## src/design/bpe_pkg.sv

```systemverilog
// bezier point evaluator package: widths, register indexes and cell control type
// used by bpe_cell and the top level; no dependencies
package bpe_pkg;

  localparam int MAX_POINTS = 5;
  localparam int COORD_BITS = 10;
  localparam int FRAC_BITS  = 10;
  localparam int POINT_REGS = 5;

  localparam int STAGES = MAX_POINTS - 1;
  localparam int POS_W  = COORD_BITS + FRAC_BITS;
  localparam int PT_W   = 2 * COORD_BITS;
  localparam int T_W    = FRAC_BITS + 1;
  localparam int CNT_W  = 3;
  localparam int IDX_W  = 3;
  localparam int N_W    = $clog2(MAX_POINTS + 1) + 1;

  localparam int S_TDATA_W = ((T_W + 7) / 8) * 8;
  localparam int M_TDATA_W = ((2 * POS_W + 7) / 8) * 8;

  localparam logic [T_W-1:0]   T_ONE       = T_W'(1) << FRAC_BITS;
  localparam logic [IDX_W-1:0] COUNT_IDX   = IDX_W'(5);
  localparam logic [CNT_W-1:0] COUNT_RESET = CNT_W'(5);
  localparam logic [N_W-1:0]   N_MIN       = N_W'(2);
  localparam logic [N_W-1:0]   N_MAX       = N_W'(MAX_POINTS);

  typedef struct packed {
    logic en;
    logic pass;
  } cell_ctl_t;

endpackage

```

## src/design/bpe_cell.sv

```systemverilog
// one interpolation cell of the de casteljau chain: p + floor((q - p) * t)
// depends on bpe_pkg
module bpe_cell (
  input  logic                     clk_i,
  input  bpe_pkg::cell_ctl_t       ctl_i,
  input  logic [bpe_pkg::POS_W-1:0] p_i,
  input  logic [bpe_pkg::POS_W-1:0] q_i,
  input  logic [bpe_pkg::T_W-1:0]   t_i,
  output logic [bpe_pkg::POS_W-1:0] r_o
);
  import bpe_pkg::*;

  localparam int PROD_W = POS_W + T_W + 2;

  logic signed [POS_W:0]    diff;
  logic signed [PROD_W-1:0] prod;
  logic signed [PROD_W-1:0] part;
  logic signed [PROD_W-1:0] sum;
  logic [POS_W-1:0]         r_d;
  logic [POS_W-1:0]         r_q;

  always_comb begin
    diff = $signed({1'b0, q_i}) - $signed({1'b0, p_i});
    prod = PROD_W'(diff) * $signed({{(PROD_W - T_W){1'b0}}, t_i});
    part = prod >>> FRAC_BITS;
    sum  = $signed({{(PROD_W - POS_W){1'b0}}, p_i}) + part;
    r_d  = ctl_i.pass ? p_i : sum[POS_W-1:0];
  end

  always_ff @(posedge clk_i) begin
    if (ctl_i.en) begin
      r_q <= r_d;
    end
  end

  assign r_o = r_q;

endmodule

```

## config.mk

```make
export PLATFORM = sky130hd
export DESIGN_NAME = bpe_cell
export DESIGN_NICKNAME = d
export VERILOG_FILES = /design/src/design/bpe_pkg.sv /design/src/design/bpe_cell.sv
export SDC_FILE = /design/constraint.sdc
export NUM_CORES = 1
export LEC_CHECK = 0
export ABC_AREA = 1
export BUFFER_PORTS_ARGS = -buffer_cell sky130_fd_sc_hd__buf_2
export CAP_MARGIN = 20
export CORE_UTILIZATION = 42
export CTS_BUF_LIST = sky130_fd_sc_hd__clkbuf_8
export CTS_CLUSTER_DIAMETER = 100
export DETAILED_ROUTE_END_ITERATION = 8
export PLACE_DENSITY = 0.68
export SLEW_MARGIN = 5
export SYNTH_ARGS = -nofsm -noshare
export SYNTH_HDL_FRONTEND = slang
export SYNTH_SLANG_ARGS = --single-unit
```

## constraint.sdc

```tcl
create_clock -name clk_i -period 8.83 [get_ports clk_i]
set_clock_uncertainty 0.2 [all_clocks]
set_input_delay 1.3245 -clock clk_i [delete_from_list [all_inputs] [get_ports clk_i]]
set_output_delay 1.3245 -clock clk_i [all_outputs]
set_load 0.1 [all_outputs]
```

==> results.py <==
metrics = {
    "timing": {
        "setup_violations": 9,
        "maxSlewViolCount": 0,
        "fmax_mhz": 110,
        "post-route-period-util": 1.03,
        "worst_slack_ps": -234,
        "hold_viol": 0,
        "layout_min_cycle_time_ps": 9060,
        "rsz0062_at_grt": "true",
        "tightest_slew_ps": 508,
        "setup_tns_ps": -950,
        "slew_headroom": 0.662,
    },
    "synthesis": {
        "synthCells": 1410,
        "ys_top_cells_by_count": "359 x inv_1, 251 x nand2_1, 193 x fa_1",
        "synth_top_family_by_area": "adder cells",
        "syn_nets": 1760,
        "syn_area_um2": 10600,
        "ys_seq_area_frac": 0.0565,
        "synth_mux_area_frac": 0,
        "synth_compound_area_frac": 0.0915,
        "synth_top_area_frac": 0.363,
        "post-synth-top-count-cell": "inv_1",
        "synth_ff_type": "edfxtp_1",
        "synth-simple-area-share": 0.195,
        "synth.distinct_cells": 47,
        "ys_seq_elements": 20,
        "synth_largest_area_cell": "fa_1",
        "ys.warnings.count": 0,
        "synth_edf_count": 20,
        "synth_area_leaders": "fa_1 36%, inv_1 13%, ha_1 12%, nand2_1 8.9%, edfxtp_1 5.6%",
        "synth-adder-area-share": 0.484,
        "synthXorXnorAreaFrac": 0.0305,
        "synth-async-reset-ratio": 0,
        "syn_area_per_cell_um2": 7.55,
    },
    "finish": {
        "diodes": 0,
        "drive_gt1_frac": 0.321,
        "final_cells": 2069,
        "nets": 2097,
        "fill_cells": 2174,
        "areaGrowthSynthToFinish_pct": 35.8,
        "fin_area_um2": 14400,
        "seq_area_um2": 601,
        "multi_input_area_um2": 9390,
        "largest_reg_flops": 20,
    },
    "setup_path": {
        "worst-setup-path-type": "input port to flop",
        "crit_fanout": 4,
        "cpPeakStageDelay_ps": 560,
        "cp.arrival_ps": 8890,
        "critPathLaunchType": "input port",
        "critPathCaptureType": "flop",
        "cpMaxStageDelayCell": "fa_1",
        "cp_num_buf_inv": 18,
        "cp_common_cell": "buf_4",
        "critPathRequiredTime_ps": 8660,
        "path_delay_family": "adder cells",
    },
    "floorplan": {
        "fp.coreArea_um2": 24600,
        "row_count": 57,
        "die_x_um": 161,
        "dieHeight_um": 161,
        "pin_count": 74,
        "dieArea_um2": 26000,
        "start_util": 0.432,
    },
    "detailed_routing": {
        "initialDrtViolationCount": 685,
        "vias": 10400,
        "ant_nets": 0,
        "drt-total-wl_mm": 32.2,
        "vias_per_cell": 5.02,
        "drt_pass1_iterations": 5,
        "wl_per_cell_um": 15.6,
        "drc_errors": 0,
    },
    "clocking": {
        "cts_tree": "built",
        "h-tree-depth": 1,
        "cts_root_buf": "clkbuf_8",
        "cts_buffers": 3,
        "ctsLongestPathBuffers": 2,
        "cts_hold_buf": 0,
        "clk_pin_slew_worst_paths_ps": 70,
        "cts_sinks": 20,
    },
    "placement": {
        "pre_cts_slack_ps": -934,
        "place_hpwl_mm": 26.9,
        "placed_area_um2": 13300,
        "io_buffers": 73,
        "placed_cells": 2039,
        "gp_congestion": 0.909,
    },
    "global_routing": {
        "grtUsageTotal": 0.248,
        "grt_max_degree": 34,
        "antenna_found_initial": 0,
        "grt.overflow.total": 0,
        "grt_pass1_wl_mm": 51.4,
        "grt_pass1_vias": 10700,
    },
    "worst_hold_path": {
        "hold_end": "r_o[19]$_DFFE_PP_",
        "hold_path.class": "input port to flop",
        "hold_depth": 3,
        "holdCritStartpoint": "p_i[19]",
    },
    "run": {
        "timing.max_cap.violations": 0,
    },
    "run_status": {
        "violations": "negative setup slack",
        "status": "finished, violations left",
    },
}
==> timing repair <==
item                                    in CTS  in global routing
setup buffers                               20                  7
endpoints found under the setup margin      12                 13
resized for setup                          124                 73
pin swaps                                   71                 47
==> area by class of cell <==
cell class | count | area share
inverters | 368 | 0.0962
repair buffers | 365 | 0.181
clock buffers | 3 | 0.00286
multi-input cells | 989 | 0.650
flip-flops and latches | 20 | 0.0416
well taps | 324 | 0.0281
==> placed cells by master, fill, tap and decap left out, types with 4 or more instances in the layout <==
master and instances:
o21a_1 5, buf_6 6, fa_1 185, nor2_1 94
a21oi_4 5, nand3_1 55, nor2_4 4, o21ai_2 13
fa_2 8, nand2_1 221, nand3_2 11, or2_2 9
buf_2 73, xnor2_1 10, o21ai_0 39, nand2_2 29
inv_2 21, o31ai_1 4, ha_1 81, or2_1 14
inv_1 343, xor2_1 21, ha_4 21, nand2_4 5
a21oi_1 56, nand4_1 13, or2_4 4, o21ai_1 5
nor2_2 9, a21oi_2 26, buf_4 283, edfxtp_1 20
==> metrics by stage <==
step / util / hold slack (ps)
after floorplan: - / 1240
after global placement: 0.541 / 1440
after detailed placement: 0.541 / 1440
after CTS: 0.573 / 1160
after global routing: 0.587 / 1170
final: 0.587 / 1160
==> worst max path at each step <==
| stage | startpoint | end | slack [ps] | cells after the start |
|---|---|---|---|---|
| 2_1_floorplan | q_i[0] | r_o[19]$_DFFE_PP_ | 2 | 44 |
| 3_3_place_gp | q_i[0] | r_o[19]$_DFFE_PP_ | -840 | 47 |
| 3_5_place_dp | q_i[0] | r_o[19]$_DFFE_PP_ | -930 | 47 |
| 4_1_cts | q_i[0] | r_o[19]$_DFFE_PP_ | -110 | 47 |
| 5_1_grt | p_i[8] | r_o[19]$_DFFE_PP_ | -540 | 44 |
| 6_report | q_i[0] | r_o[19]$_DFFE_PP_ | -230 | 52 |
==> layer usage <==
layer  up-vias  track usage  wire length, µm
li1       4940            -                -
met4         0       0.0506              750
met2       283        0.447            16300
met3        61       0.0244             1470
met5         -            0                0
met1      5095        0.322            13700
==> logic make-up after synthesis <==
| kind of cell | count (synthesis) |
|---|---|
| compound gates | 175 |
| xor+xnor | 37 |
| fa+ha+maj | 296 |
| buf+inv | 401 |
| flops | 20 |
| simple gates | 481 |
Power is left out: the tool's default activity adds up to more than one toggle a clock period on the data nets, which glitch-free logic cannot reach.
